===== src/sv/adrc_queue.sv =====
// Small register queue used between the front, back and result ports.
`default_nettype none

module adrc_queue #(
    parameter type T     = logic,
    parameter int  DEPTH = 2
) (
    input  logic clk,
    input  logic rst_n,
    input  logic push,
    input  T     wdata,
    output logic full,
    input  logic pop,
    output T     rdata,
    output logic empty
);

    localparam int PW = (DEPTH > 1) ? $clog2(DEPTH) : 1;
    localparam int CW = $clog2(DEPTH + 1);

    T              slots [DEPTH];
    logic [PW-1:0] wp_reg, wp_next;
    logic [PW-1:0] rp_reg, rp_next;
    logic [CW-1:0] count_reg, count_next;
    logic          do_push, do_pop;

    assign full    = (count_reg == CW'(DEPTH));
    assign empty   = (count_reg == '0);
    assign do_push = push && !full;
    assign do_pop  = pop && !empty;
    assign rdata   = slots[rp_reg];

    always_comb
    begin
        wp_next    = wp_reg;
        rp_next    = rp_reg;
        count_next = count_reg;
        if (do_push)
        begin
            wp_next = (wp_reg == PW'(DEPTH - 1)) ? '0 : wp_reg + PW'(1);
        end
        if (do_pop)
        begin
            rp_next = (rp_reg == PW'(DEPTH - 1)) ? '0 : rp_reg + PW'(1);
        end
        unique case ({do_push, do_pop})
            2'b10:   count_next = count_reg + CW'(1);
            2'b01:   count_next = count_reg - CW'(1);
            default: count_next = count_reg;
        endcase
    end

    always_ff @(posedge clk or negedge rst_n)
    begin
        if (!rst_n)
        begin
            wp_reg    <= '0;
            rp_reg    <= '0;
            count_reg <= '0;
        end
        else
        begin
            wp_reg    <= wp_next;
            rp_reg    <= rp_next;
            count_reg <= count_next;
        end
    end

    always_ff @(posedge clk)
    begin
        if (do_push)
        begin
            slots[wp_reg] <= wdata;
        end
    end

endmodule

`default_nettype wire


===== config.mk =====
export PLATFORM = sky130hd
export DESIGN_NAME = adrc_queue
export DESIGN_NICKNAME = d
export VERILOG_FILES = /design/src/sv/adrc_queue.sv
export SDC_FILE = /design/constraint.sdc
export NUM_CORES = 1
export LEC_CHECK = 0
export BUFFER_PORTS_ARGS = -buffer_cell sky130_fd_sc_hd__buf_2
export CAP_MARGIN = 20
export CORE_AREA = 3 3 40 42
export DETAILED_ROUTE_END_ITERATION = 8
export DIE_AREA = 0 0 43 45
export GPL_TIMING_DRIVEN = 0
export PLACE_DENSITY = 0.35
export SYNTH_ARGS = -nofsm -noshare
export SYNTH_HDL_FRONTEND = slang
export SYNTH_SLANG_ARGS = --single-unit
export TNS_END_PERCENT = 30

===== constraint.sdc =====
create_clock -name clk -period 1.5 [get_ports clk]
set_input_delay 0.45 -clock clk [delete_from_list [all_inputs] [get_ports clk]]
set_output_delay 0.45 -clock clk [all_outputs]
set_load 0.02 [all_outputs]

## Word level (Yosys, flattened, before mapping)

Memories as Yosys holds them, arrays and structs flattened.
Cells that the tools add are included.

- Bits in registers: 4
- Memory bits (writable): 2
- Input port bits: 5
- Word-level logic and storage cells: 22
- Memories kept: 1

Memories:

| name | words | width | read ports | clocked after Yosys merged registers in | wr ports | RTL line | RTL |
|---|---|---|---|---|---|---|---|
| slots | 2 | 1 | 1 | 0 | 1 | 21 | `T slots [DEPTH];` |

- Add/sub/neg operators: 4
- Equal/unequal tests: 3
- Muxes and demuxes: 5
- Reduce and logical (&&, ||, !) cells: 6

Operators by type and width:

| cell | number |
|---|---|
| $eq A2 B2 Y1 const B | 2 |
| $mux W1 | 4 |
| $pmux W2 S2 | 1 |
| $add A1 B1 Y1 const B | 2 |
| $add A2 B1 Y2 const B | 1 |
| $eq A2 B1 Y1 const B | 1 |
| $logic_and A1 B1 Y1 | 2 |
| $logic_not A1 Y1 | 2 |
| $logic_not A2 Y1 | 1 |
| $reduce_bool A2 Y1 | 1 |
| $sub A2 B1 Y2 const B | 1 |

## Logic depth before layout (Yosys ltp)

- Word-level depth: 5
- Gate-level depth with buffers: 6
- Mapped depth without buffers: 6

## Least setup slack after synthesis

No wires, ideal clock.

- Path type: reg-to-reg
- Start point: register count_reg[0]
- End point: register count_reg[1]
- Library setup time: 0.079 ns
- Data arrival time: 1.416 ns
- Data required time: 1.421 ns
- Slack: 0.005 ns
- Cell stages (with the launch flop): 6
- Path buffers: 0
- Period minus slack after synthesis: 1.495 ns
- Cells stage by stage: dfrtp_1 -> nor2_1 -> nor2b_2 -> ha_1 -> nor2_1 -> xor2_1

- Longest elaborated chain between the ends: 5

RTL lines:

| item | RTL line | RTL |
|---|---|---|
| from (decl) | 24 | `logic [CW-1:0] count_reg, count_next;` |
| from (signal assigned) | 65 | `count_reg <= count_next;` |
| $logic_not A2 Y1 (*) | 28 | `assign empty = (count_reg == '0);` |
| via empty | 15 | `output logic empty` |
| $logic_not A1 Y1 (*) | 30 | `assign do_pop = pop && !empty;` |
| $logic_and A1 B1 Y1 (*) | 30 |  |
| via do_pop | 25 | `logic do_push, do_pop;` |
| $eq A2 B1 Y1 or $eq A2 B2 Y1 (tied branches) | 46 | `unique case ({do_push, do_pop})` |
| $pmux W2 S2 or $reduce_bool A2 Y1 (tied branches) | -- |  |

Mark *: on every way through the listed nets, which the timed path passes. The rest lies on a longest branch.
A chain may end at the register's enable or synchronous reset.

## Worst setup path in the final report

- Start point: register rp_reg
- End point: output port rdata

- Longest elaborated chain between the ends: 1

RTL lines:

| item | RTL line | RTL |
|---|---|---|
| from (decl) | 23 | `logic [PW-1:0] rp_reg, rp_next;` |
| from (signal assigned) | 64 | `rp_reg <= rp_next;` |
| $mem_v2 Z2 W1 | -- |  |
| to (decl) | 14 | `output T rdata,` |

Every way passes these cells.

==> run_results.csv <==
group,metric,value,unit
sta,final_max_slew_viol_count,0,
worst_setup_path,r2r_cells,5,
sta,slew_headroom,0.8572,
worst_setup_path,critPathLaunchType,"register",
route,num_vias,191,
worst_setup_path,critPathMaxStageDelay,390,ps
yosys,seq_area_frac_synth,0.5981,
place,place_area,321.6,µm²
power,peakVddDrop,0.7763,mV
route,ant_nets,0,
yosys,synthArstFlopShare,0.6667,
place,pre_cts_slack,125.9,ps
yosys,synth-compound-area-share,0,
layout,multiInputGateArea,117.6,µm²
grt,grt_overflow_total,0,
layout,regArea,160.2,µm²
yosys,yosys-top-cells-count,"4 x dfrtp_1, 3 x nor2_1, 3 x xnor2_1, 2 x edfxtp_1, 2 x xor2_1",
worst_setup_path,critPathBufInv,1,
yosys,netlist.area_leader.share,0.3738,
route,wl_per_cell,10.29,µm
yosys,ys_types,12,
sta,setup_violations,1,
yosys,muxShareOfSynthArea,0.04206,
floorplanning,initial_utilization,0.2084,
clock_tree,cts_tree,"built",
floorplanning,num_io_pins,8,
run_status,status,"finished with violations",
yosys,netlist_instances,21,
floorplanning,die_area,1935,µm²
layout,final_nets,41,
sta,fin_ws,-19.12,ps
grt,grt_max_degree,5,
layout,drive_above_1_share,0.4848,
yosys,syn-num-nets,27,
sta,period_minus_slack,1519,ps
place,port_buffers,7,
yosys,synth_area_leaders,"dfrtp_1 37%, edfxtp_1 22%, xnor2_1 9.8%",
yosys,synth_top_family_by_area,"XOR/XNOR gates",
grt,first_global_vias,182,
worst_setup_path,cp_slowest_cell,"dfrtp_1",
clock_tree,cts-root-buf,"clkbuf_4",
yosys,yosys.area_share.simple,0.1355,
sta,hold_ws,392.9,ps
worst_setup_path,crit_cells,2,
place,gp_congestion,0.6637,
yosys,synth.largest_area_cell,"dfrtp_1",
sta,period_share,1.013,
worst_setup_path,critPathCaptureType,"output port",
worst_setup_path,cp_max_fo,2,
yosys,synth_fa_ha_area_frac,0.04673,
grt,track_usage,0.06050,
yosys,ys_warn_count,0,
worst_setup_path,endpoint,"rdata",
yosys,synth_flop_cell,"dfrtp_1",
sta,fmax,658.3,MHz
route,route.detailed.drc,0,
clock_tree,cts_sinks,6,
grt,antenna_found_initial,0,
power,leakagePower,0.1845,nW
worst_setup_path,r2r_end,"count_reg[1]",
layout,diodes,0,
sta,grt_setup_unrepaired,"yes",
power,p_per_area,2231,nW/µm²
run_status,violations,"setup timing",
worst_setup_path,crit_chain,"mux2_4 > buf_6",
layout,design_area,387.9,µm²
layout,fillers,141,
worst_setup_path,critPathTopFamily,"flip-flops",
layout,area_growth,44.86,%
clock_tree,numCtsBuffers,3,
clock_tree,ctsHtreeMaxLevel,1,
hold_path,hp-class,"input port to register",
floorplanning,die_h,45,µm
sta,final-hold-violation-count,0,
route,viasPerCell,3.979,
worst_setup_path,rrSetupSlack,110,ps
worst_setup_path,r2r_start,"count_reg[0]",
route,wl,494,µm
route,first_iter_violations,0,
worst_setup_path,worstSetupPathType,"register to output port",
yosys,synth_seq_cells,6,
yosys,synth_xor_area_frac,0.1636,
worst_setup_path,critPathRequiredTime,1050,ps
clock_tree,cts.path.max_buffers,2,
yosys,syn_area,267.8,µm²
worst_setup_path,startpoint,"rp_reg",
yosys,synth.most_common_cell,"dfrtp_1",
clock_tree,path_clk_slew,50,ps
floorplanning,dieWidth,43,µm
yosys,syn_area_per_cell,12.75,µm²
clock_tree,clock_latency,250,ps
route,drt_first_pass_iters,1,
grt,grt_pass1_wl,724,µm
worst_setup_path,arrival,1070,ps
floorplanning,core.rowCount,13,
sta,worst_slew_pin_slew,214.2,ps
sta,skew,2.530,ps
floorplanning,core,1285,µm²
job,max-cap-violations,0,
yosys,synth_edf_count,2,
power breakdown:
group | internal (W) | switching (W) | total (W)
Sequential | 0.000246 | 0.0000736 | 0.000320
Clock | 0.0000905 | 0.0000588 | 0.000149
Combinational | 0.000220 | 0.000177 | 0.000396
Total | 0.000556 | 0.000309 | 0.000865
per-layer routing:
metal  vias up  track usage  part of all wire
met4         0      0.07229             0.049
met3         4      0.04781             0.075
met5         -            0                 0
li1         93            -                 -
met2         7      0.07485              0.46
met1        87      0.05693              0.41
worst min-delay path by stage:
stage,start,cells past startpoint,to
2_1_floorplan,rst_n,0,count_reg[0]
5_1_grt,wdata,1,slots[1]
3_3_place_gp,rst_n,1,rp_reg
3_5_place_dp,rst_n,1,rp_reg
4_1_cts,wdata,1,slots[1]
6_report,wdata,1,slots[1]
metrics by stage:
| step | total power, W | util | instances | TNS, ps |
|---|---|---|---|---|
| after global placement | 0.0006131 | 0.2502 | 43 | 0 |
| after global routing | 0.0009253 | 0.3019 | 48 | -61.05 |
| final | 0.0008652 | 0.3019 | 48 | -19.12 |
| after floorplan | 0.0005365 | - | 21 | 0 |
| after CTS | 0.0008458 | 0.2950 | 48 | -35.89 |
| after detailed placement | 0.0006194 | 0.2502 | 43 | 0 |
cells by family after synthesis:
kind of cell	after synthesis
and+or+nand+nor	7
DFF	6
xor gates and xnor gates	5
buffers and inverters	1
muxes	1
adders and majority gates	1
cell type report:
cell class,instances,share of cell area
timing repair buffer,9,0.1677
tap,15,0.04839
sequential,6,0.4129
multi-input combinational,14,0.3032
clock buffer,3,0.05806
inverter,1,0.009677
cell usage in the layout, fill, tap and decap left out, drive strengths merged:
cell type    n
buf          8
dfrtp        4
xnor2        3
clkbuf       3
nor2         3
xor2         2
edfxtp       2
nand2b       1
inv          1
mux2         1
nand2        1
and3         1
nor2b        1
ha           1
dlygate4sd3  1
repair_timing:
item,in CTS,in global routing
setup endpoints to repair,2,3
gates resized for setup,4,4
endpoints found under the hold margin,4,0
buffers inserted,1,0
hold buffers,1,0
Power figures use the tool's default switching activity.
