[src/sv/adrc_pkg.sv]
// Shared types, codes and constants of the audio FIFO rate controller.
`default_nettype none

package adrc_pkg;

    localparam int DEF_FIFO_DEPTH  = 16384;
    localparam int DEF_FRAME_WIDTH = 32;
    localparam int QUEUE_DEPTH     = 2;

    localparam int CAP_W      = 15;   // capacity, fill and room
    localparam int CNT_W      = 16;   // index arithmetic before wrap
    localparam int FILL_OUT_W = 14;
    localparam int RATE_W     = 18;
    localparam int SMOOTH_W   = 34;
    localparam int TICK_W     = 8;
    localparam int CFG_IDX_W  = 3;
    localparam int CFG_DATA_W = 17;
    localparam int DIV_STEPS  = 16;
    localparam int STEP_W     = $clog2(DIV_STEPS);
    localparam int CAP_MIN    = 2;

    localparam logic [1:0] CMD_WRITE = 2'd0;
    localparam logic [1:0] CMD_READ  = 2'd1;
    localparam logic [1:0] CMD_TICK  = 2'd2;

    localparam logic [CFG_IDX_W-1:0] REG_CAPACITY  = 3'd0;
    localparam logic [CFG_IDX_W-1:0] REG_NOMINAL   = 3'd1;
    localparam logic [CFG_IDX_W-1:0] REG_GAIN      = 3'd2;
    localparam logic [CFG_IDX_W-1:0] REG_MIN_RATIO = 3'd3;
    localparam logic [CFG_IDX_W-1:0] REG_MAX_RATIO = 3'd4;
    localparam logic [CFG_IDX_W-1:0] REG_SMOOTH    = 3'd5;
    localparam logic [CFG_IDX_W-1:0] REG_PERIOD    = 3'd6;

    localparam logic [SMOOTH_W-1:0] RATE_RESET_Q16 = 34'd2890137600; // 44100 Hz in Q16
    localparam logic [16:0]         Q16_ONE        = 17'd65536;

    typedef struct packed {
        logic [1:0]       cmd;
        logic [31:0]      frame_data;
        logic             batch_start;
        logic [CAP_W-1:0] batch_frames;
    } item_t;

    typedef struct packed {
        logic [31:0]           frame_out;
        logic                  frame_valid;
        logic                  write_accepted;
        logic [FILL_OUT_W-1:0] fill_frames;
        logic [RATE_W-1:0]     rate_hz;
        logic                  rate_updated;
    } result_t;

    typedef struct packed {
        logic [CAP_W-1:0]  capacity_frames;
        logic [16:0]       nominal_rate_hz;
        logic [15:0]       gain_q16;
        logic [16:0]       min_ratio_q16;
        logic [16:0]       max_ratio_q16;
        logic [16:0]       smooth_q16;
        logic [TICK_W-1:0] update_period;
    } cfg_t;

    localparam cfg_t CFG_RESET = '{
        capacity_frames: 15'd12288,
        nominal_rate_hz: 17'd44100,
        gain_q16:        16'd13107,
        min_ratio_q16:   17'd57672,
        max_ratio_q16:   17'd69468,
        smooth_q16:      17'd9830,
        update_period:   8'd8
    };

    typedef enum logic [1:0] {
        KIND_WRITE,
        KIND_READ,
        KIND_TICK,
        KIND_NOP
    } kind_t;

    typedef struct packed {
        kind_t            kind;
        logic [31:0]      frame_data;
        logic             batch_start;
        logic [CAP_W-1:0] batch_frames;
    } cmd_item_t;

    typedef enum logic [1:0] {
        B_IDLE,
        B_READ,
        B_TICK
    } back_state_t;

    typedef enum logic [3:0] {
        R_IDLE,
        R_DIV,
        R_RATIO,
        R_CLAMP,
        R_TARGET,
        R_DIFF,
        R_MUL_LO,
        R_MUL_HI,
        R_APPLY,
        R_DONE
    } rate_state_t;

    typedef struct packed {
        logic             tick;
        logic [CAP_W-1:0] fill;
        logic [CAP_W-1:0] cap;
    } rate_req_t;

    typedef struct packed {
        logic              done;
        logic              updated;
        logic [RATE_W-1:0] rate_hz;
    } rate_rsp_t;

    function automatic kind_t classify(input logic [1:0] cmd);
        kind_t k;
        unique case (cmd)
            CMD_WRITE: k = KIND_WRITE;
            CMD_READ:  k = KIND_READ;
            CMD_TICK:  k = KIND_TICK;
            default:   k = KIND_NOP;
        endcase
        return k;
    endfunction

endpackage

`default_nettype wire

[src/sv/adrc_rate.sv]
// Rate control unit: tick counter, fill fraction divider and rate smoothing.
`default_nettype none

module adrc_rate (
    input  logic                clk,
    input  logic                rst_n,
    input  adrc_pkg::cfg_t      cfg,
    input  adrc_pkg::rate_req_t req,
    output adrc_pkg::rate_rsp_t rsp
);
    import adrc_pkg::*;

    rate_state_t         state_reg, state_next;
    logic [TICK_W-1:0]   tick_reg;
    logic [SMOOTH_W-1:0] smooth_reg;
    logic                updated_reg;

    logic [CNT_W-1:0]    rem_reg;
    logic [CNT_W-1:0]    quo_reg;
    logic [CAP_W-1:0]    div_cap_reg;
    logic [STEP_W-1:0]   step_reg;
    logic [32:0]         prod_reg;
    logic                neg_reg;
    logic [16:0]         ratio_reg;
    logic [SMOOTH_W-1:0] target_reg;
    logic [SMOOTH_W-1:0] mag_reg;
    logic [SMOOTH_W-1:0] plo_reg;
    logic [SMOOTH_W-1:0] phi_reg;

    logic [TICK_W-1:0]   period;
    logic [TICK_W-1:0]   tick_inc;
    logic                hit;
    logic [CNT_W-1:0]    rem2;
    logic                rem_ge;
    logic [CNT_W-1:0]    rem_step;
    logic [15:0]         dev_mag;
    logic [16:0]         gain2;
    logic [32:0]         prod;
    logic [33:0]         prod_rnd;
    logic [17:0]         ratio_raw;
    logic [17:0]         ratio_lo;
    logic [17:0]         ratio_hi;
    logic [33:0]         target;
    logic                tgt_ge;
    logic [SMOOTH_W-1:0] mag;
    logic [16:0]         k;
    logic [33:0]         plo;
    logic [33:0]         phi;
    logic [50:0]         sum;
    logic [34:0]         corr;
    logic [34:0]         smooth_new;
    logic [34:0]         rate_rnd;

    // tick bookkeeping; a zero period behaves as one
    assign period   = (cfg.update_period == '0) ? TICK_W'(1) : cfg.update_period;
    assign tick_inc = tick_reg + TICK_W'(1);
    assign hit      = (tick_inc >= period);

    // restoring division step: fraction = fill * 65536 / cap
    assign rem2     = {rem_reg[CNT_W-2:0], 1'b0};
    assign rem_ge   = (rem2 >= CNT_W'(div_cap_reg));
    assign rem_step = rem_ge ? rem2 - CNT_W'(div_cap_reg) : rem2;

    // |fraction - 0.5| times twice the gain
    assign dev_mag  = quo_reg[15] ? {1'b0, quo_reg[14:0]} : 16'd32768 - quo_reg;
    assign gain2    = {cfg.gain_q16, 1'b0};
    assign prod     = {17'd0, dev_mag} * {16'd0, gain2};

    // round half away from zero, then clamp to min first and max last
    assign prod_rnd  = {1'b0, prod_reg} + 34'd32768;
    assign ratio_raw = neg_reg ? {1'b0, Q16_ONE} - {1'b0, prod_rnd[32:16]}
                               : {1'b0, Q16_ONE} + {1'b0, prod_rnd[32:16]};
    assign ratio_lo  = (ratio_raw < {1'b0, cfg.min_ratio_q16}) ?
                       {1'b0, cfg.min_ratio_q16} : ratio_raw;
    assign ratio_hi  = (ratio_lo > {1'b0, cfg.max_ratio_q16}) ?
                       {1'b0, cfg.max_ratio_q16} : ratio_lo;

    assign target = {17'd0, cfg.nominal_rate_hz} * {17'd0, ratio_reg};

    assign tgt_ge = (target_reg >= smooth_reg);
    assign mag    = tgt_ge ? target_reg - smooth_reg : smooth_reg - target_reg;

    assign k   = (cfg.smooth_q16 > Q16_ONE) ? Q16_ONE : cfg.smooth_q16;
    // 34-bit magnitude times k, split into two 17-bit halves
    assign plo = {17'd0, mag_reg[16:0]} * {17'd0, k};
    assign phi = {17'd0, mag_reg[33:17]} * {17'd0, k};

    assign sum        = {phi_reg, 17'd0} + {17'd0, plo_reg} + 51'd32768;
    assign corr       = sum[50:16];
    assign smooth_new = neg_reg ? {1'b0, smooth_reg} - corr : {1'b0, smooth_reg} + corr;

    assign rate_rnd = {1'b0, smooth_reg} + 35'd32768;

    always_comb
    begin
        state_next = state_reg;
        unique case (state_reg)
            R_IDLE:
            begin
                if (req.tick)
                begin
                    state_next = hit ? R_DIV : R_DONE;
                end
            end
            R_DIV:
            begin
                if (step_reg == STEP_W'(DIV_STEPS - 1))
                begin
                    state_next = R_RATIO;
                end
            end
            R_RATIO:  state_next = R_CLAMP;
            R_CLAMP:  state_next = R_TARGET;
            R_TARGET: state_next = R_DIFF;
            R_DIFF:   state_next = R_MUL_LO;
            R_MUL_LO: state_next = R_MUL_HI;
            R_MUL_HI: state_next = R_APPLY;
            R_APPLY:  state_next = R_DONE;
            R_DONE:   state_next = R_IDLE;
        endcase
    end

    always_comb
    begin
        rsp.done    = (state_reg == R_DONE);
        rsp.updated = updated_reg;
        rsp.rate_hz = rate_rnd[33:16];
    end

    always_ff @(posedge clk or negedge rst_n)
    begin
        if (!rst_n)
        begin
            state_reg   <= R_IDLE;
            tick_reg    <= '0;
            updated_reg <= 1'b0;
            smooth_reg  <= RATE_RESET_Q16;
        end
        else
        begin
            state_reg <= state_next;
            if (state_reg == R_IDLE && req.tick)
            begin
                tick_reg    <= hit ? '0 : tick_inc;
                updated_reg <= hit;
            end
            if (state_reg == R_APPLY)
            begin
                smooth_reg <= smooth_new[SMOOTH_W-1:0];
            end
        end
    end

    always_ff @(posedge clk)
    begin
        unique case (state_reg)
            R_IDLE:
            begin
                rem_reg     <= {1'b0, req.fill};
                quo_reg     <= '0;
                div_cap_reg <= req.cap;
                step_reg    <= '0;
            end
            R_DIV:
            begin
                rem_reg  <= rem_step;
                quo_reg  <= {quo_reg[CNT_W-2:0], rem_ge};
                step_reg <= step_reg + STEP_W'(1);
            end
            R_RATIO:
            begin
                prod_reg <= prod;
                neg_reg  <= !quo_reg[15];
            end
            R_CLAMP:  ratio_reg  <= ratio_hi[16:0];
            R_TARGET: target_reg <= target;
            R_DIFF:
            begin
                mag_reg <= mag;
                neg_reg <= !tgt_ge;
            end
            R_MUL_LO: plo_reg <= plo;
            R_MUL_HI: phi_reg <= phi;
            R_APPLY, R_DONE:
            begin
            end
        endcase
    end

endmodule

`default_nettype wire

[config.mk]
export PLATFORM = sky130hd
export DESIGN_NAME = adrc_rate
export DESIGN_NICKNAME = d
export VERILOG_FILES = /design/src/sv/adrc_pkg.sv /design/src/sv/adrc_rate.sv
export SDC_FILE = /design/constraint.sdc
export NUM_CORES = 2
export LEC_CHECK = 0
export ABC_AREA = 1
export BUFFER_PORTS_ARGS = -buffer_cell sky130_fd_sc_hd__buf_2
export CAP_MARGIN = 20
export CELL_PAD_IN_SITES_DETAIL_PLACEMENT = 1
export CELL_PAD_IN_SITES_GLOBAL_PLACEMENT = 2
export CORE_MARGIN = 4
export CORE_UTILIZATION = 36
export CTS_BUF_LIST = sky130_fd_sc_hd__clkbuf_4
export CTS_CLUSTER_DIAMETER = 100
export CTS_CLUSTER_SIZE = 10
export DETAILED_ROUTE_END_ITERATION = 10
export HOLD_SLACK_MARGIN = 0.08
export PLACE_DENSITY = 0.87
export SLEW_MARGIN = 20
export SYNTH_ARGS = -nofsm -noshare
export SYNTH_HDL_FRONTEND = slang
export SYNTH_SLANG_ARGS = --single-unit
[constraint.sdc]
create_clock -name clk -period 6.3 [get_ports clk]
set_input_delay 0.315 -clock clk [delete_from_list [all_inputs] [get_ports clk]]
set_output_delay 0.315 -clock clk [all_outputs]
set_load 0.05 [all_outputs]
# Word level (Yosys, flattened, before mapping)

Index checks and enable logic that the tools add are counted.

Register bits after elaboration: 282
Input bits: 140

Add/sub/neg operators: 14
Multiply operators: 4
Magnitude comparators: 6
Eq/ne operators: 12
Muxes and demuxes: 18
Reduce and logical (&&, ||, !) cells: 8

Operator list:

| operator                 | count |
|---|---|
| $sub A34 B34 Y34         | 3 |
| $mul A17 B17 Y34         | 2 |
| $mux W34                 | 2 |
| $add A50 B16 Y50 const B | 1 |
| $add A50 B34 Y50         | 1 |
| $pmux W4 S10             | 1 |
| $mux W18                 | 2 |
| $add A34 B16 Y34 const B | 1 |
| $add A34 B34 Y34         | 1 |
| $ge A34 B34 Y1           | 1 |
| $mux W17                 | 2 |
| $add A33 B16 Y33 const B | 1 |
| $mul A17 B17 Y33         | 1 |
| $mul A16 B16 Y32         | 1 |
| $pmux W16 S2             | 1 |
| $pmux W15 S2             | 1 |
| $add A17 B17 Y18 const A | 1 |
| $gt A18 B17 Y1           | 1 |
| $lt A18 B17 Y1           | 1 |
| $sub A17 B17 Y18 const A | 1 |
| $gt A17 B17 Y1 const B   | 1 |
| $eq A4 B3 Y1 const B     | 4 |
| $ge A16 B15 Y1           | 1 |
| $mux W16                 | 1 |
| other kinds (20)         | 29 |

# Depth between registers and ports, before layout

Depth after elaboration: 7
Mapped depth: 39
Gate-level depth less buffers: 38

# Worst setup path after synthesis

Ideal clock, no wire load.

Path type: register to register
Start point: register quo_reg[0]
End point: register prod_reg[30], data pin
Arrival: 6683 ps
Data required time: 6034 ps
Setup slack: -648 ps
Cell stages (with the launch flop): 35
Buffers on the path: 2
Path through: edfxtp_1 clkbuf_1 inv_1 ha_1 nand3_1 nor3_1 inv_1 nor2_1 a21oi_1 inv_1 o21ai_0 or2_2 nand2_1 clkbuf_1 nand2_1 fa_1 inv_1 fa_1 fa_1 inv_1 fa_1 inv_1 fa_1 inv_1 fa_1 inv_1 ha_1 nand2_1 nor4_1 nand2_1 nand3_1 nand4_1 nor3_1 nor3_1 xor2_1

Cells in the longest elaborated chain, start to end: 3

Ends and longest elaborated chain:

| what                   | line             | RTL |
|---|---|---|
| from (decl)            | adrc_rate.sv:19  | `logic [CNT_W-1:0] quo_reg;` |
| from (signal assigned) | adrc_rate.sv:167 | `quo_reg <= {quo_reg[CNT_W-2:0], rem_ge};` |
| $sub A16 B16 Y16       | adrc_rate.sv:65  | `assign dev_mag = quo_reg[15] ? {1'b0, quo_reg[14:0]} : 16'd32768 - quo_reg;` |
| $mux W16 (*)           | adrc_rate.sv:65  |  |
| $mul A16 B16 Y32 (*)   | adrc_rate.sv:67  | `assign prod = {17'd0, dev_mag} * {16'd0, gain2};` |
| via prod[30]           | adrc_rate.sv:38  | `logic [32:0] prod;` |
| to (signal assigned)   | adrc_rate.sv:172 | `prod_reg <= prod;` |
| to (decl)              | adrc_rate.sv:22  | `logic [32:0] prod_reg;` |

Mark *: on every way through the listed nets, which the timed path passes. The rest lies on a longest branch.
A chain may end at the register's enable or synchronous reset.

# Worst setup path in the final report

Start point: register quo_reg[0]
End point: register prod_reg[32], data pin

Same word-level chain as after synthesis.

==> summary.txt <==
Routing
  • Top Layer Used: met5
  • WL met3: 6926 um
  • Post-DR vias/cell: 5.005
  • Metal2 WL: 99,720 um
  • WL/cell: 19.49 um
  • Initial drt markers: 2,665
  • Via count: 50,300
  • DR pass1 iterations: 5
  • Antenna-violating nets left: 0
  • Metal-1 WL: 83,230 um
  • DRC viols: 0
  • WL final: 195,900 um

Worst setup path
  • Worst-path fanout max: 4
  • Most used cell, CP: fa_1
  • Worst Reg2Reg Path Length in Cells: 34
  • Max incr delay on CP: 0.57 ns
  • WP data arrival: 7.22 ns
  • CP Capture Type: flip-flop
  • Worst EP required: 6.85 ns
  • Crit path kind: reg2reg
  • R2R Setup Slk: -0.37 ns
  • Worst r2r src: quo_reg[0]$_SDFFCE_PP0P_
  • Worst setup SP type: flip-flop
  • Worst r2r dst: prod_reg[32]$_DFFE_PP_
  • Worst path slowest cell: fa_1

Yosys
  • Yosys top cell area share: 30.35%
  • Synthesized cell area: 57,120 um2
  • Synth async-reset ratio: 18.58%
  • Synth cell types: 59
  • Area contributors post-synth: fa_1, ha_1, inv_1, edfxtp_1, nand2_1
  • Sequential share of the synthesized area: 12.90%
  • Avg Cell Area, Syn: 7.710 um2
  • Syn_nets: 9,014
  • Synth warnings: 0
  • Post-synth EDFFs: 206
  • Area leader, netlist: fa_1
  • Top FF cell, synth: edfxtp_1
  • Flops & latches, synth: 253
  • Gate Count Post-Synth: 7,408

Timing
  • Hold Vio Cnt, Final: 0
  • Clock skew: 0.05926 ns
  • RSZ-0062 raised after global routing: true
  • Final Critical Period: 6.674 ns
  • # setup viols final: 15
  • Post-route setup TNS: -3.553 ns
  • Worst slew pin tran: 1.072 ns
  • Final slew viol count: 0
  • Min Hold Slack: 0.1592 ns
  • Worst slew margin: 28.54%
  • FMAX: 149.8 MHz
  • PnR worst setup slack: -0.3738 ns
  • Final Cycle Share: 105.9%

Layout
  • Area Growth Syn to Fin: 15.77%
  • Fill count: 19,330
  • Most common cell after layout, fill and taps aside: inv_1
  • Share of layout cells above drive strength 1: 12.92%
  • Most frequent cells in the layout: inv_1, nand2_1, fa_1
  • Layout Nets: 9,574
  • Post-Route Utilization: 42.14%

GRT
  • First-pass GRT wire length: 311,900 um
  • Vias in the first global route: 56,600
  • Gr ovfl total: 0
  • Initial antenna violation count: 7
  • Pin count of the biggest net entering global routing: 48
  • GRT Util Overall: 24.00%

Clocking
  • Longest Clk Path Bufs: 3
  • CTS HTree Levels: 2
  • CTS tree: built
  • CTS root buf: clkbuf_4
  • CTS sink cnt: 253
  • Skew-Pair Late Insertion Delay: 0.84 ns
  • Reg clk slew, reported paths: 0.15 ns
  • CTS Buf Count: 34

Floorplanning
  • Ports: 160
  • Die height: 406.3 um
  • Core Region: 156,900 um2
  • Initial core utilization: 36.40%
  • Die ar.: 165,100 um2
  • Die Wd: 406.3 um
  • Cell row count: 145

Placement
  • GPL Wtd Cong: 0.9403
  • Post-DP HPWL: 166,500 um
  • IO Port Bufs: 144

Min path
  • Worst Hold Class: in2async

Status
  • Run status: finished with violations
  • Failing checks: setup timing

Run
  • Max Cap Viol: 0
cell usage after synthesis, drive strengths merged, types with 23 or more instances:
cell,number
nand2,1638
a21oi,319
xor2,207
nand4,43
clkinv,23
nor3,72
nor2,653
o21ai,250
o21a,23
inv,1757
edfxtp,206
nand3,183
fa,866
clkbuf,207
dfrtp,41
ha,600
buf,47
xnor2,81
per-stage QoR:
step | std cells | setup WS, ns | area (um2)
6_report | 10050 | -0.3738 | 66120
5_1_grt | 10050 | -0.6959 | 66120
4_1_cts | 10000 | -0.2398 | 65310
3_5_place_dp | 9851 | -0.8203 | 63570
3_3_place_gp | 9851 | -0.6600 | 63570
2_1_floorplan | 7408 | -0.1285 | 57510
metal layers:
| layer | GRT usage, % | up-vias |
|---|---|---|
| met3 | 1.642 | 273 |
| met1 | 30.43 | 25620 |
| met4 | 6.685 | 4 |
| met5 | 0 | - |
| li1 | - | 23420 |
| met2 | 43.90 | 982 |
what timing repair did:
item	CTS	global route
pin swaps	67	45
endpoints found under the setup margin	22	66
hold endpoints to repair	109	0
buffers inserted	30	42
gates cloned	0	1
hold buffers	67	0
gates resized for setup	111	96
layout make-up:
cell class,instances,area [um2],share of cell area [%]
Multi-Input combinational cell,5121,42990,65.02
Sequential cell,253,7370,11.15
Inverter,1780,6714,10.15
Timing Repair Buffer,778,6046,9.143
Tap cell,2058,2575,3.894
Clock buffer,47,352.8,0.5336
Clock inverter,10,63.81,0.09650
Antenna cell,4,10.01,0.01514
kinds of logic after synthesis:
logic type | Yosys count | synth area share, %
DFF | 253 | 12.90
and+or+nand+nor | 2656 | 18.67
AOI/OAI and AO/OA | 711 | 6.920
buffers and inverters | 2034 | 13.59
xor gates and xnor gates | 288 | 4.416
adders and majority gates | 1466 | 43.50
critical path, delay by kind of cell, from the launching register on:
| family | cells | cell delay [ns] |
|---|---|---|
| xor gates and xnor gates | 1 | 0.14 |
| adders and majority gates | 8 | 3.33 |
| DFF | 1 | 0.50 |
| and+or+nand+nor | 11 | 0.95 |
| AOI/OAI and AO/OA | 6 | 0.94 |
| buffers and inverters | 8 | 0.57 |
how the worst max path moves through the flow:
| stage | startpoint | end | slack (ns) | depth (start not counted) |
|---|---|---|---|---|
| 2_1_floorplan | quo_reg[0]$_SDFFCE_PP0P_ | prod_reg[30]$_DFFE_PP_ | -0.13 | 34 |
| 3_3_place_gp | cfg[8] | plo_reg[27]$_DFFE_PP_ | -0.66 | 29 |
| 3_5_place_dp | cfg[9] | plo_reg[27]$_DFFE_PP_ | -0.82 | 29 |
| 4_1_cts | quo_reg[0]$_SDFFCE_PP0P_ | prod_reg[32]$_DFFE_PP_ | -0.24 | 34 |
| 5_1_grt | quo_reg[0]$_SDFFCE_PP0P_ | prod_reg[30]$_DFFE_PP_ | -0.70 | 31 |
| 6_report | quo_reg[0]$_SDFFCE_PP0P_ | prod_reg[32]$_DFFE_PP_ | -0.37 | 34 |
Power is not shown: default switching activity piles up to over one toggle a cycle in this logic, so the estimate is an artifact.
