$ cat src/sv/adrc_pkg.sv
// Shared types, codes and constants of the audio FIFO rate controller.
`default_nettype none

package adrc_pkg;

    localparam int DEF_FIFO_DEPTH  = 16384;
    localparam int DEF_FRAME_WIDTH = 32;
    localparam int QUEUE_DEPTH     = 2;

    localparam int CAP_W      = 15;   // capacity, fill and room
    localparam int CNT_W      = 16;   // index arithmetic before wrap
    localparam int FILL_OUT_W = 14;
    localparam int RATE_W     = 18;
    localparam int SMOOTH_W   = 34;
    localparam int TICK_W     = 8;
    localparam int CFG_IDX_W  = 3;
    localparam int CFG_DATA_W = 17;
    localparam int DIV_STEPS  = 16;
    localparam int STEP_W     = $clog2(DIV_STEPS);
    localparam int CAP_MIN    = 2;

    localparam logic [1:0] CMD_WRITE = 2'd0;
    localparam logic [1:0] CMD_READ  = 2'd1;
    localparam logic [1:0] CMD_TICK  = 2'd2;

    localparam logic [CFG_IDX_W-1:0] REG_CAPACITY  = 3'd0;
    localparam logic [CFG_IDX_W-1:0] REG_NOMINAL   = 3'd1;
    localparam logic [CFG_IDX_W-1:0] REG_GAIN      = 3'd2;
    localparam logic [CFG_IDX_W-1:0] REG_MIN_RATIO = 3'd3;
    localparam logic [CFG_IDX_W-1:0] REG_MAX_RATIO = 3'd4;
    localparam logic [CFG_IDX_W-1:0] REG_SMOOTH    = 3'd5;
    localparam logic [CFG_IDX_W-1:0] REG_PERIOD    = 3'd6;

    localparam logic [SMOOTH_W-1:0] RATE_RESET_Q16 = 34'd2890137600; // 44100 Hz in Q16
    localparam logic [16:0]         Q16_ONE        = 17'd65536;

    typedef struct packed {
        logic [1:0]       cmd;
        logic [31:0]      frame_data;
        logic             batch_start;
        logic [CAP_W-1:0] batch_frames;
    } item_t;

    typedef struct packed {
        logic [31:0]           frame_out;
        logic                  frame_valid;
        logic                  write_accepted;
        logic [FILL_OUT_W-1:0] fill_frames;
        logic [RATE_W-1:0]     rate_hz;
        logic                  rate_updated;
    } result_t;

    typedef struct packed {
        logic [CAP_W-1:0]  capacity_frames;
        logic [16:0]       nominal_rate_hz;
        logic [15:0]       gain_q16;
        logic [16:0]       min_ratio_q16;
        logic [16:0]       max_ratio_q16;
        logic [16:0]       smooth_q16;
        logic [TICK_W-1:0] update_period;
    } cfg_t;

    localparam cfg_t CFG_RESET = '{
        capacity_frames: 15'd12288,
        nominal_rate_hz: 17'd44100,
        gain_q16:        16'd13107,
        min_ratio_q16:   17'd57672,
        max_ratio_q16:   17'd69468,
        smooth_q16:      17'd9830,
        update_period:   8'd8
    };

    typedef enum logic [1:0] {
        KIND_WRITE,
        KIND_READ,
        KIND_TICK,
        KIND_NOP
    } kind_t;

    typedef struct packed {
        kind_t            kind;
        logic [31:0]      frame_data;
        logic             batch_start;
        logic [CAP_W-1:0] batch_frames;
    } cmd_item_t;

    typedef enum logic [1:0] {
        B_IDLE,
        B_READ,
        B_TICK
    } back_state_t;

    typedef enum logic [3:0] {
        R_IDLE,
        R_DIV,
        R_RATIO,
        R_CLAMP,
        R_TARGET,
        R_DIFF,
        R_MUL_LO,
        R_MUL_HI,
        R_APPLY,
        R_DONE
    } rate_state_t;

    typedef struct packed {
        logic             tick;
        logic [CAP_W-1:0] fill;
        logic [CAP_W-1:0] cap;
    } rate_req_t;

    typedef struct packed {
        logic              done;
        logic              updated;
        logic [RATE_W-1:0] rate_hz;
    } rate_rsp_t;

    function automatic kind_t classify(input logic [1:0] cmd);
        kind_t k;
        unique case (cmd)
            CMD_WRITE: k = KIND_WRITE;
            CMD_READ:  k = KIND_READ;
            CMD_TICK:  k = KIND_TICK;
            default:   k = KIND_NOP;
        endcase
        return k;
    endfunction

endpackage

`default_nettype wire

$ cat src/sv/adrc_queue.sv
// Small register queue used between the front, back and result ports.
`default_nettype none

module adrc_queue #(
    parameter type T     = logic,
    parameter int  DEPTH = 2
) (
    input  logic clk,
    input  logic rst_n,
    input  logic push,
    input  T     wdata,
    output logic full,
    input  logic pop,
    output T     rdata,
    output logic empty
);

    localparam int PW = (DEPTH > 1) ? $clog2(DEPTH) : 1;
    localparam int CW = $clog2(DEPTH + 1);

    T              slots [DEPTH];
    logic [PW-1:0] wp_reg, wp_next;
    logic [PW-1:0] rp_reg, rp_next;
    logic [CW-1:0] count_reg, count_next;
    logic          do_push, do_pop;

    assign full    = (count_reg == CW'(DEPTH));
    assign empty   = (count_reg == '0);
    assign do_push = push && !full;
    assign do_pop  = pop && !empty;
    assign rdata   = slots[rp_reg];

    always_comb
    begin
        wp_next    = wp_reg;
        rp_next    = rp_reg;
        count_next = count_reg;
        if (do_push)
        begin
            wp_next = (wp_reg == PW'(DEPTH - 1)) ? '0 : wp_reg + PW'(1);
        end
        if (do_pop)
        begin
            rp_next = (rp_reg == PW'(DEPTH - 1)) ? '0 : rp_reg + PW'(1);
        end
        unique case ({do_push, do_pop})
            2'b10:   count_next = count_reg + CW'(1);
            2'b01:   count_next = count_reg - CW'(1);
            default: count_next = count_reg;
        endcase
    end

    always_ff @(posedge clk or negedge rst_n)
    begin
        if (!rst_n)
        begin
            wp_reg    <= '0;
            rp_reg    <= '0;
            count_reg <= '0;
        end
        else
        begin
            wp_reg    <= wp_next;
            rp_reg    <= rp_next;
            count_reg <= count_next;
        end
    end

    always_ff @(posedge clk)
    begin
        if (do_push)
        begin
            slots[wp_reg] <= wdata;
        end
    end

endmodule

`default_nettype wire

$ cat src/sv/adrc_front.sv
// Front end: decodes incoming items and queues them for the back end.
`default_nettype none

module adrc_front (
    input  logic                  clk,
    input  logic                  rst_n,
    input  logic                  push,
    input  adrc_pkg::item_t       item,
    output logic                  full,
    input  logic                  pop,
    output adrc_pkg::cmd_item_t   cmd,
    output logic                  empty
);
    import adrc_pkg::*;

    cmd_item_t decoded;

    always_comb
    begin
        decoded.kind         = classify(item.cmd);
        decoded.frame_data   = item.frame_data;
        decoded.batch_start  = item.batch_start;
        decoded.batch_frames = item.batch_frames;
    end

    adrc_queue #(
        .T     (cmd_item_t),
        .DEPTH (QUEUE_DEPTH)
    ) u_cmd_q (
        .clk   (clk),
        .rst_n (rst_n),
        .push  (push),
        .wdata (decoded),
        .full  (full),
        .pop   (pop),
        .rdata (cmd),
        .empty (empty)
    );

endmodule

`default_nettype wire

$ cat config.mk
export PLATFORM = sky130hd
export DESIGN_NAME = adrc_front
export DESIGN_NICKNAME = d
export VERILOG_FILES = /design/src/sv/adrc_pkg.sv /design/src/sv/adrc_queue.sv /design/src/sv/adrc_front.sv
export SDC_FILE = /design/constraint.sdc
export NUM_CORES = 1
export LEC_CHECK = 0
export BUFFER_PORTS_ARGS = -buffer_cell sky130_fd_sc_hd__buf_2
export CORE_ASPECT_RATIO = 1.2
export CORE_MARGIN = 5
export CORE_UTILIZATION = 50
export CTS_CLUSTER_SIZE = 40
export DETAILED_ROUTE_END_ITERATION = 10
export GPL_TIMING_DRIVEN = 0
export PLACE_DENSITY = 0.72
export RECOVER_POWER = 50
export SLEW_MARGIN = 20
export SYNTH_ARGS = -nofsm -noshare
export SYNTH_HDL_FRONTEND = slang
export SYNTH_SLANG_ARGS = --single-unit
export TNS_END_PERCENT = 30
$ cat constraint.sdc
create_clock -name clk -period 4.9 [get_ports clk]
set_input_delay 0.49 -clock clk [delete_from_list [all_inputs] [get_ports clk]]
set_output_delay 0.49 -clock clk [all_outputs]
set_load 0.01 [all_outputs]
# After elaboration in Yosys (flattened, before gate mapping)
# Memories as Yosys holds them, arrays and structs flattened.
# Cells that the tools add are included.
[word_totals]
ff_bits = 4
ram_bits = 100
input_bits = 54
mem_count = 1
latch_bits = 0
rom_bits = 0
elab_cells = 26
[op_classes]
n_reduce_logical = 7
order_cmp = 0
mul = 0
eq_ne = 5
add_sub_neg = 4
shift = 0
bitwise = 0
n_mux = 6
n_div = 0
[memory_table]
columns = ["memory", "depth", "word_bits", "read_ports", "rd_ports_with_merged_regs", "wr", "line_no", "source"]
rows = [
  ["u_cmd_q.slots", 2, 50, 1, 0, 1, "adrc_queue.sv:21", "T slots [DEPTH];"],
]
[ops]
columns = ["operator", "n"]
rows = [
  ["2-bit == test (second input constant)", 3],
  ["2-bit case mux with 3 select lines", 1],
  ["2-bit by 1-bit == test with 1-bit output (second input constant)", 2],
  ["2-bit zero test", 2],
  ["1-bit two-way mux", 4],
  ["2-bit case mux with 2 select lines", 1],
  ["1-bit adder (second input constant)", 2],
  ["2-bit by 1-bit adder with 2-bit output (second input constant)", 1],
  ["1-bit logical AND", 2],
  ["1-bit zero test", 2],
  ["2-bit nonzero test", 1],
  ["2-bit by 1-bit subtractor with 2-bit output (second input constant)", 1],
]

# Longest topological paths before layout
# Gate-level depths: netlist of the first run.
[logic_depth]
depth_word = 5
ltp_mapped = 6
depth_no_buf = 6

# Modules after synthesis
# Synthesis of the first run repeated with hierarchy kept, for this count alone.
[hier_totals]
hier_cells = 176
area_unflattened_um2 = 4065.1
[modules_own_cells]
columns = ["module", "cells_each", "area_each_um2", "instances"]
rows = [
  ["adrc_queue", 174, 4057.6, 1],
  ["adrc_front", 2, 7.5, 1],
]

# Least setup slack after synthesis of the first run
# Ideal clock, no wire load.
[synth_timing]
path_kind = "register to register"
from = "register u_cmd_q.count_reg[0]"
to = "memory u_cmd_q.slots[0][0] (netlist bit), enable pin"
setup_ns = 0.458
stages_incl_launch_ff = 4
synth_period_minus_slack_ns = 3.192
path_slack_ns = 1.708
required_time_ns = 4.442
t_arrival_ns = 2.734
path_cell_list = "dfrtp_1 -> nand2b_1 -> nand2_1 -> nor2_1"
[synth_via]
elab_chain_len = 5
[synth_rtl]
columns = ["element", "line_no", "source"]
rows = [
  ["start, declared", "adrc_queue.sv:24", "logic [CW-1:0] count_reg, count_next;"],
  ["start signal, assigned", "adrc_queue.sv:65", "count_reg <= count_next;"],
  ["2-bit == test", "adrc_queue.sv:27", "assign full = (count_reg == CW'(DEPTH));"],
  ["1-bit zero test", "adrc_queue.sv:29", "assign do_push = push && !full;"],
  ["1-bit logical AND", "adrc_queue.sv:29", ""],
  ["1-bit two-way mux", "adrc_queue.sv:71", "if (do_push)"],
  ["1-bit two-way mux (implied by the code)", "adrc_queue.sv:73", "slots[wp_reg] <= wdata;"],
  ["end, declared", "adrc_queue.sv:21", ""],
]
# No other way between the ends.

# Final worst setup path of the first run
[layout_timing]
from = "register u_cmd_q.count_reg[0]"
to = "memory u_cmd_q.slots[0][21] (netlist bit), enable pin"
# Same word-level chain as after synthesis.

==> results of run 1 <==
## cell families (layout without fill, tap and decap cells)
| family | after synthesis | after routing | synth area share [%] |
|---|---|---|---|
| buffers and inverters | 9 | 129 | 3.02 |
| XOR/XNOR | 5 | 5 | 1.08 |
| multiplexers | 50 | 50 | 18.4 |
| flip-flops | 104 | 104 | 76.3 |
| adder cells (fa/ha/maj) | 1 | 1 | 0.308 |
| AND/OR/NAND/NOR | 7 | 7 | 0.893 |
## power by group
part           internal, mW  switching, mW
Combinational         0.565          0.506
Sequential             1.22         0.0569
Clock                 0.281          0.260
## per-stage QoR
step	area (um^2)	cells	hold slack, ns
2_1_floorplan	4070	176	0.194
3_3_place_gp	4700	374	0.298
4_1_cts	4970	391	0.299
5_1_grt	4900	391	0.298
6_report	4900	391	0.319
3_5_place_dp	4760	376	0.300
## synthesized netlist by cell type
master and n:
nor2_1 3, xor2_1 2, and3_1 1, nand2b_1 1, clkbuf_1 2, edfxtp_1 100, xnor2_1 3, buf_6 1
buf_12 5, nor2b_2 1, nand2_1 1, ha_1 1, inv_1 1, mux2_4 49, dfrtp_1 4, mux2_2 1
## worst max-delay path, cell delays in order, from the launching register on
cell,delay (ns)
dfrtp_1,0.42
nand2b_1,0.18
nand2_1,0.12
nor2_1,0.42
clkbuf_1,1.01
## cell type report
class                   count  area [um^2]  share of cell area (%)
flip-flops and latches    104         3100                    63.3
plain buffers               8          111                    2.27
well taps                  95          119                    2.43
repair buffers            106          518                    10.6
clock inverters             4         71.3                    1.46
clock buffers              10          128                    2.61
multi-input cells          63          845                    17.2
inverters                   1         3.75                  0.0766
## cells in the final DEF (no fill, tap or decap), types with 2 or more instances in the layout
cell,instances
xor2_1,2
buf_2,78
nor2_1,3
bufinv_16,2
edfxtp_1,100
buf_12,6
dfrtp_1,4
mux2_4,49
clkbuf_8,9
xnor2_1,3
clkbuf_1,30
## path summary, 6_finish.rpt
path,slack [ns],endpoint
worst max register to register,2.34,u_cmd_q.slots[0][21]
min in group asynchronous,0.49,u_cmd_q.count_reg[1]
worst max-delay path,2.34,u_cmd_q.slots[0][21]
worst min-delay path,0.32,u_cmd_q.slots[0][18]
max in group asynchronous,4.21,u_cmd_q.rp_reg
worst min register to register,0.52,u_cmd_q.count_reg[1]
## layer usage
metal	vias to the layer above	GRT usage [%]	share of wire (%)	wire (um)
li1	911	-	-	-
met1	947	16.6	39	2670
met2	58	24.8	53	3660
met3	8	3.38	6.2	424
met4	0	7.01	1.4	99
met5	-	0	0	0
==> summary.txt, run 1 <==
Run status
  • Status: finished clean

Place
  • GP Congestion: approximately 0.67
  • Dpl hpwl: just under 5000 um
  • Number of buffers added on ports: about 100
  • Dpl ws: about 3.2 ns

Timing
  • Clk_skew: between 0.009 and 0.01 ns
  • Worst slew pin tran: ~1.3 ns
  • PnR worst setup slack: 2.34 ns
  • Unrepaired setup endpoints after global routing: no
  • Final hold vios: 0
  • Setup TNS: 0 ns
  • Max-slew violations: 0
  • Setup-failing EPs final: 0
  • Fmax achieved: 391 MHz
  • Final Critical Period: 2.56 ns
  • Rel. slew slack: between 10% and 20%
  • Period utilization: between 50% and 60%

Layout
  • Fill cells: around 640
  • Area Growth Syn to Fin: 20.5%
  • Largest register FFs: 100
  • Ant. Diodes: 0
  • Fin nets: 348
  • Final Util: approximately 61%
  • Share of layout cells above drive strength 1: about half

Hold path
  • Cells on Worst Hold Path: 1
  • Worst hold path startpoint: item[18]
  • Worst min path class: input port to register

Die
  • Initial Util: roughly 51%
  • Die Width: approximately 90 um
  • Die ar.: ~0.01 mm^2
  • Site Rows: 36
  • Die Y: approximately 110 um
  • Core ar.: 0.00802 mm^2
  • Top-Level Pins: 106

Setup path
  • Crit. End Element: register
  • Crit path DAT: 2.52 ns
  • Worst setup SP type: register
  • Worst Path Max Fanout: 23
  • CP Launch Point: u_cmd_q.count_reg[0]
  • CP Class: register to register
  • CP Data Required Time: approximately 4.9 ns
  • R2R cell count: 4
  • Reg2reg start: u_cmd_q.count_reg[0]

Pwr
  • P_leak: between 1.5 and 2 nW
  • Peak supply drop: 429 uV
  • Total power: 2.89 mW
  • Power per cell area: 590 mW/mm^2

Logic synthesis
  • Synthesized flop and latch total: between 100 and 150
  • Post-Synthesis Cells: approximately 180
  • Top cell type by total area after synthesis: edfxtp_1
  • Avg Cell Area, Syn: between 20 and 25 um^2
  • Syn nets: between 200 and 250
  • Cell Area, Synth: around 0.0041 mm^2
  • Yosys Warn Count: 0
  • Share of the synthesized area in the top cell type: approximately three quarters
  • Sequential share of the synthesized area: 76.3%
  • Synth top area cells: edfxtp_1, mux2_4, buf_12
  • Yosys cell types: 16

Global routing
  • Largest net degree at the start of global routing: between 50 and 60
  • Initial antenna violation count: 0
  • GRT overflow: 0
  • Vias in the first global route: around 2100
  • First-pass GRT wire length: roughly 11000 um
  • GRT Resource Usage Total: between 10% and 20%

Detailed routing
  • DR vias/cell: just under 5
  • Detailed-route wire length: roughly 6900 um
  • DR vias: about 1900
  • Iteration-0 DRC Markers: 93
  • WL/cell: between 15 and 20 um
  • Residual DRC: 0
  • Antenna Nets Post-Route: 0
  • DRT Pass-1 Iters: 4

Clocking
  • Depth of the CTS H-tree: 3
  • Root buf cell: clkbuf_8
  • CTS resizes: 0
  • Worst-path clk slew: about 0.09 ns
  • Num CTS Buffers: 9
  • Worst skew pair latency: ~0.35 ns
  • Clock tree sinks: 104
  • Max clock buf depth: 2
  • # hold bufs at CTS: 1
  • Setup Buffers After CTS: 0
  • CTS tree: yes

Job
  • Max-cap violations: 0
(Power assumes the default switching activity.)
==> run 2: changes to the inputs <==
- ABC_AREA: not set -> 1
- CORE_UTILIZATION: 50 -> 47
- clock period: 4.9 -> 2.28 ns (I/O delays scaled with it)
==> run 2 against run 1 <==
  * Register-to-register slack worse by 1.9 ns
  * Core utilization down 2.9 points
  * Synthesized area down 3.5%
  * Sequential power up 110%
  * Die area up 2.4%
  * Sequential cell count unchanged
  * Cell count up 36%
  * Combinational power up 100%
  * Count of clock-buffer cells in the layout down 1
  * Critical path type unchanged
==> summary.txt, run 2 <==
Timing
  • Rel. slew slack: 60.1% (was 12.5%)
  • Fmax achieved: 532 MHz (was 391 MHz)
  • Max-slew violations: 0 (unchanged)
  • Worst slew pin tran: 0.598 ns (was 1.31 ns)
  • Setup TNS: 0 ns (unchanged)
  • Unrepaired setup endpoints after global routing: no (unchanged)
  • Setup-failing EPs final: 0 (unchanged)
  • Final Critical Period: 1.88 ns (was 2.56 ns)
  • Final hold vios: 0 (unchanged)
  • Period utilization: 82.5% (was 52.2%)
  • Clk_skew: 0.00628 ns (was 0.00920 ns)

Place
  • Dpl hpwl: 5020 um (was 4810 um)
  • Cells after DPL: 516 (was 376)
  • GP Congestion: 0.718 (was 0.667)
  • Number of buffers added on ports: 103 (unchanged)

Setup path
  • CP Class: register to register (unchanged)
  • CP Data Required Time: 2.27 ns (was 4.86 ns)
  • R2R cell count: 4 (unchanged)
  • Crit path DAT: 1.88 ns (was 2.52 ns)
  • Worst setup SP type: register (unchanged)
  • Crit. End Element: register (unchanged)
  • Worst R2R Setup Slack: 0.40 ns (was 2.34 ns)
  • Reg2reg start: u_cmd_q.count_reg[1] (was u_cmd_q.count_reg[0])
  • Worst Path Max Fanout: 22 (was 23)
  • Reg2reg end: u_cmd_q.slots[1][45] (was u_cmd_q.slots[0][21])

Die
  • Die Y: 110 um (was 109 um)
  • Top-Level Pins: 106 (unchanged)
  • Initial Util: 48.1% (was 50.7%)
  • Die ar.: 0.0103 mm^2 (was 0.0100 mm^2)
  • Die Width: 93.4 um (was 92.3 um)
  • Core ar.: 0.00815 mm^2 (was 0.00802 mm^2)
  • Site Rows: 36 (unchanged)

Detailed routing
  • Residual DRC: 0 (unchanged)
  • WL/cell: 13.6 um (was 17.6 um)
  • DR vias: 2415 (was 1924)
  • Antenna Nets Post-Route: 0 (unchanged)
  • DRT Pass-1 Iters: 4 (unchanged)
  • DR vias/cell: 4.54 (was 4.92)
  • Detailed-route wire length: 7230 um (was 6860 um)
  • Iteration-0 DRC Markers: 110 (was 93)

Logic synthesis
  • Synth top area cells: edfxtp_1, nand2_1, dfrtp_1 (was edfxtp_1, mux2_4, buf_12)
  • Post-Synthesis Cells: 296 (was 176)
  • Cell Area, Synth: 0.00392 mm^2 (was 0.00407 mm^2)
  • Share of the synthesized area in the top cell type: 76.6% (was 73.9%)
  • Post-synth top cells: nand2_1, edfxtp_1, buf_4, inv_1, buf_6 (was edfxtp_1, mux2_4, buf_12, dfrtp_1)
  • Async S/R FF share, synth: 3.85% (unchanged)
  • Synthesized flop and latch total: 104 (unchanged)
  • Top_reg_cell synth: edfxtp_1 (unchanged)
  • Yosys Warn Count: 0 (unchanged)
  • Avg Cell Area, Syn: 13.2 um^2 (was 23.1 um^2)
  • Syn nets: 351 (was 231)
  • Count leader, synth: nand2_1 (was edfxtp_1)
  • Top cell type by total area after synthesis: edfxtp_1 (unchanged)
  • Yosys cell types: 17 (was 16)
  • Sequential share of the synthesized area: 79.1% (was 76.3%)
  • EDFF count, synth: 100 (unchanged)

Layout
  • Final non-filler cell total: 532 (was 391)
  • Share of layout cells above drive strength 1: 26.3% (was 50.0%)
  • Footprint of the multi-input gates: 668 um^2 (was 845 um^2)
  • Ant. Diodes: 0 (unchanged)
  • Fin nets: 469 (was 348)
  • Most common cell after layout, fill and taps aside: nand2_1 (was edfxtp_1)
  • Final Util: 58.2% (was 61.1%)
  • Area occupied by registers: 0.00310 mm^2 (unchanged)
  • Area Growth Syn to Fin: 21.0% (was 20.5%)
  • Largest register FFs: 100 (unchanged)
  • Fill cells: 692 (was 636)
  • Most frequent cells in the layout: nand2_1, edfxtp_1, buf_2 (was edfxtp_1, buf_2, mux2_4)

Clocking
  • CTS tree: yes (unchanged)
  • Num CTS Buffers: 9 (unchanged)
  • Max clock buf depth: 2 (unchanged)
  • Root buf cell: clkbuf_8 (unchanged)
  • Worst-path clk slew: 0.09 ns (about the same)
  • Setup Buffers After CTS: 0 (unchanged)
  • CTS resizes: 0 (unchanged)
  • Clock tree sinks: 104 (unchanged)
  • Worst skew pair latency: 0.35 ns (about the same)
  • Depth of the CTS H-tree: 3 (unchanged)
  • # hold bufs at CTS: 1 (unchanged)

Hold path
  • Worst min path class: input port to register (unchanged)
  • Worst hold path startpoint: item[36] (was item[18])
  • Cells on Worst Hold Path: 1 (unchanged)
  • Hold Path End: u_cmd_q.slots[1][36] (was u_cmd_q.slots[0][18])

Pwr
  • Power per cell area: 1230 mW/mm^2 (was 590 mW/mm^2)
  • Total power: 5.81 mW (was 2.89 mW)
  • Peak supply drop: 610 uV (was 429 uV)
  • P_leak: 2.02 nW (was 1.93 nW)

Global routing
  • GRT overflow: 0 (unchanged)
  • Largest net degree at the start of global routing: 29 (was 51)
  • Initial antenna violation count: 0 (unchanged)
  • Vias in the first global route: 2450 (was 2111)
  • GRT Resource Usage Total: 14.6% (was 14.3%)
  • First-pass GRT wire length: 11200 um (was 10700 um)

Run status
  • Status: finished clean (unchanged)

Job
  • Max-cap violations: 0 (unchanged)
[run 2: kinds of logic after synthesis]
kind of cell / after synthesis / synth area share, %
and+or+nand+nor: 166 / 16.2
adders and majority gates: 1 / 0.319
xor gates and xnor gates: 1 / 0.223
DFF: 104 / 79.1
buffers and inverters: 23 / 3.86
AOI/OAI and AO/OA: 1 / 0.223
[run 2: metrics by stage]
| step | area, um^2 | hold WS [ns] | setup slack [ns] |
|---|---|---|---|
| after floorplan | 3920 | -0.0676 | 0.0231 |
| after global placement | 4580 | 0.0384 | -0.720 |
| after detailed placement | 4660 | 0.0393 | 0.569 |
| after global routing | 4740 | 0.0263 | 0.272 |
| final | 4740 | 0.0561 | 0.399 |
| after CTS | 4830 | 0.0315 | 0.558 |
[run 2: critical path: stages (launching register included)]
cell and delay, ns:
dfrtp_1 0.40, inv_2 0.09, o21ai_0 0.18, nor2_4 0.30, clkbuf_2 0.55
[run 2: area by class of cell]
class	count	share of cell area (%)
multi-input cells	169	14.1
clock buffers	9	2.61
clock inverters	6	0.791
inverters	10	0.897
repair buffers	107	11.0
well taps	114	3.01
plain buffers	13	2.22
flip-flops and latches	104	65.4
[run 2: worst max path at each step]
stage	from	cells after the start	to
after floorplan	u_cmd_q.count_reg[0]	2	u_cmd_q.slots[1][0]
after global placement	u_cmd_q.count_reg[0]	2	u_cmd_q.slots[1][48]
after detailed placement	u_cmd_q.count_reg[1]	6	u_cmd_q.slots[0][26]
after CTS	u_cmd_q.count_reg[1]	6	u_cmd_q.slots[0][45]
after global routing	u_cmd_q.count_reg[1]	4	u_cmd_q.slots[1][45]
final	u_cmd_q.count_reg[1]	4	u_cmd_q.slots[1][45]
[run 2: routing by layer]
metal	track usage [%]	wire length, um
met1	16.2	2860
met4	6.49	96
met3	5.30	543
met2	25.1	3740
met5	0	0
[run 2: power breakdown]
part           internal (mW)  switching (mW)  total, mW
combinational          0.780            1.36       2.14
clock                  0.385           0.580      0.965
sequential              2.61           0.107       2.71
total                   3.77            2.04       5.81
==> run 3: changes to the inputs <==
- CORE_UTILIZATION: 47 -> 50
- PLACE_DENSITY: 0.72 -> 0.73
- clock period: 2.28 -> 1.9 ns (I/O delays scaled with it)
==> run 3 against run 2 <==
  * Sequential share of layout area shrank 1.6 points
  * Count of clock-buffer cells in the layout grew 1
  * Power grew 24%
  * Core utilization grew 5.3 points
  * Hold slack lost 0.029 ns
  * Clock skew grew 0.0037 ns
  * Setup slack lost 0.16 ns
  * Maximum frequency grew 13%
  * Sequential cell count is the same
==> summary.txt, run 3 (synthesized netlist as in run 2, its figures left out) <==
Detailed routing
  • DR vias: 2468 (was 2415)
  • Met1 WL: 2910 um (was 2860 um)
  • DR vias/cell: 4.76 (was 4.54)
  • Residual DRC: 0 (unchanged)
  • Detailed-route wire length: 7390 um (was 7230 um)
  • Iteration-0 DRC Markers: 145 (was 110)
  • WL/cell: 14.2 um (was 13.6 um)
  • DRT Pass-1 Iters: 4 (unchanged)
  • DR WL met3: 566 um (was 543 um)
  • Antenna Nets Post-Route: 0 (unchanged)
  • Highest Signal Layer: met4 (unchanged)
  • Detail Route met2 WL: 3860 um (was 3740 um)

Pwr
  • Net Sw Power: 2.49 mW (was 2.04 mW)
  • Comb power frac: 37.0% (was 36.8%)
  • Power per cell area: 1480 mW/mm^2 (was 1230 mW/mm^2)
  • Clock Power Share: 18.0% (was 16.6%)
  • P_leak: 2.07 nW (was 2.02 nW)
  • Sw frac: 34.4% (was 35.1%)
  • Flop pwr share: 45.0% (was 46.7%)
  • Peak supply drop: 878 uV (was 610 uV)
  • Power Internal: 4.74 mW (was 3.77 mW)

Die
  • Die Width: 90.8 um (was 93.4 um)
  • Core ar.: 0.00766 mm^2 (was 0.00815 mm^2)
  • Initial Util: 51.2% (was 48.1%)
  • Die ar.: 0.00972 mm^2 (was 0.0103 mm^2)
  • Die Y: 107 um (was 110 um)
  • Top-Level Pins: 106 (unchanged)
  • Site Rows: 35 (was 36)

Timing
  • Worst slew pin tran: 0.597 ns (was 0.598 ns)
  • Max-slew violations: 0 (unchanged)
  • Setup-failing EPs final: 0 (unchanged)
  • Fmax achieved: 602 MHz (was 532 MHz)
  • PnR worst setup slack: 0.238 ns (was 0.399 ns)
  • Final hold vios: 0 (unchanged)
  • Clk_skew: 0.0100 ns (was 0.00628 ns)
  • Unrepaired setup endpoints after global routing: no (unchanged)
  • Hold WS: 0.0273 ns (was 0.0561 ns)
  • Final Critical Period: 1.66 ns (was 1.88 ns)
  • Period utilization: 87.5% (was 82.5%)
  • Rel. slew slack: 60.1% (about the same)

Hold path
  • Worst hold path startpoint: item[24] (was item[36])
  • Worst min path class: input port to register (unchanged)

Global routing
  • First-pass GRT wire length: 12100 um (was 11200 um)
  • GRT overflow: 0 (unchanged)
  • Initial antenna violation count: 0 (unchanged)
  • GRT Resource Usage Total: 15.9% (was 14.6%)
  • Vias in the first global route: 2556 (was 2450)
  • Largest net degree at the start of global routing: 32 (was 29)

Setup path
  • Worst setup SP type: register (unchanged)
  • CP Data Required Time: 1.94 ns (was 2.27 ns)
  • Crit path cell chain: inv_2, nor2_1, clkinv_1, nand3_1, inv_2, buf_12 (was inv_2, o21ai_0, nor2_4, clkbuf_2)
  • CP Class: register to register (unchanged)
  • Crit. End Element: register (unchanged)
  • Critical Path Most Common Cell: inv_2
  • Worst R2R Setup Slack: 0.24 ns (was 0.40 ns)
  • Crit path DAT: 1.70 ns (was 1.88 ns)
  • Critical path's largest stage delay: 0.40 ns (was 0.55 ns)
  • Reg2reg start: u_cmd_q.count_reg[1] (unchanged)
  • CP Launch Point: u_cmd_q.count_reg[1] (unchanged)
  • Worst Path Max Fanout: 31 (was 22)
  • Critical path's slowest cell: dfrtp_1 (was clkbuf_2)

Run status
  • Status: finished clean (unchanged)

Job
  • Max-cap violations: 0 (unchanged)

Layout
  • Most common cell after layout, fill and taps aside: nand2_1 (unchanged)
  • Most frequent cells in the layout: nand2_1, edfxtp_1, buf_2 (unchanged)
  • Fin nets: 477 (was 469)
  • Largest register FFs: 100 (unchanged)
  • Share of layout cells above drive strength 1: 24.6% (was 26.3%)
  • Ant. Diodes: 0 (unchanged)
  • Area Growth Syn to Fin: 24.1% (was 21.0%)

Clocking
  • Root buf cell: clkbuf_8 (unchanged)
  • Worst-path clk slew: 0.09 ns (about the same)
  • Depth of the CTS H-tree: 3 (unchanged)
  • Clock tree sinks: 104 (unchanged)
  • Num CTS Buffers: 9 (unchanged)
  • CTS tree: yes (unchanged)
  • Worst skew pair latency: 0.35 ns (about the same)
  • Max clock buf depth: 2 (unchanged)

Place
  • Dpl ws: 0.212 ns (was 0.569 ns)
  • GP Congestion: 0.704 (was 0.718)
  • Number of buffers added on ports: 103 (unchanged)
  • Dpl hpwl: 5140 um (was 5020 um)
==> run 3: layout make-up <==
| type | count | area (um^2) |
|---|---|---|
| Tap cell | 92 | 115 |
| Clock inverter | 6 | 60.1 |
| Timing Repair Buffer | 115 | 641 |
| Sequential cell | 104 | 3100 |
| Clock buffer | 10 | 128 |
| Multi-Input combinational cell | 169 | 669 |
| Buffer | 13 | 109 |
| Fill cell | 612 | 2800 |
| Inverter | 10 | 42.5 |
==> run 3: final timing paths <==
path                                   endpoint  cells past startpoint
min in group asynchronous        u_cmd_q.wp_reg                      2
min                        u_cmd_q.slots[1][24]                      1
max reg2reg                 u_cmd_q.slots[0][2]                      6
min reg2reg                      u_cmd_q.wp_reg                      2
max                         u_cmd_q.slots[0][2]                      6
max in group asynchronous        u_cmd_q.rp_reg                      2
==> run 3: power groups by stage <==
stage | combinational (mW) | sequential [mW] | clock [mW]
global route | 2.99 | 3.30 | 1.45
detailed placement | 2.75 | 3.31 | 0
finish | 2.68 | 3.25 | 1.30
global placement | 2.56 | 3.32 | 0
floorplan | 1.62 | 3.29 | 0
CTS | 2.78 | 3.26 | 1.34
==> run 3: worst max-delay path: cells and delay by family, from the launching register on <==
family | cells | cell delay, ns
buffers and inverters | 4 | 0.78
DFF | 1 | 0.40
and+or+nand+nor | 2 | 0.15
==> run 3: repair_timing <==
| action | in CTS | in global routing |
|---|---|---|
| endpoints found under the setup margin | 0 | 0 |
| hold endpoints to repair | 17 | 2 |
| hold buffers | 8 | 1 |
| buffers inserted | 0 | 0 |
| resized for setup | 0 | 0 |
==> run 3: layer usage <==
metal	vias up	track usage (%)
li1	1240	-
met4	0	4.61
met5	-	0
met2	79	28.3
met1	1143	18.0
met3	6	5.61
==> run 3: stage by stage <==
| stage | power, mW | cells | cell area, um^2 | TNS, ns | util, % |
|---|---|---|---|---|---|
| 2_1_floorplan | 4.91 | 296 | 3930 | -6.66 | - |
| 3_3_place_gp | 5.88 | 491 | 4560 | -44.27 | 59.5 |
| 3_5_place_dp | 6.06 | 494 | 4630 | 0 | 60.5 |
| 4_1_cts | 7.38 | 518 | 4900 | 0 | 64.0 |
| 5_1_grt | 7.74 | 519 | 4870 | 0 | 63.5 |
| 6_report | 7.23 | 519 | 4870 | 0 | 63.5 |
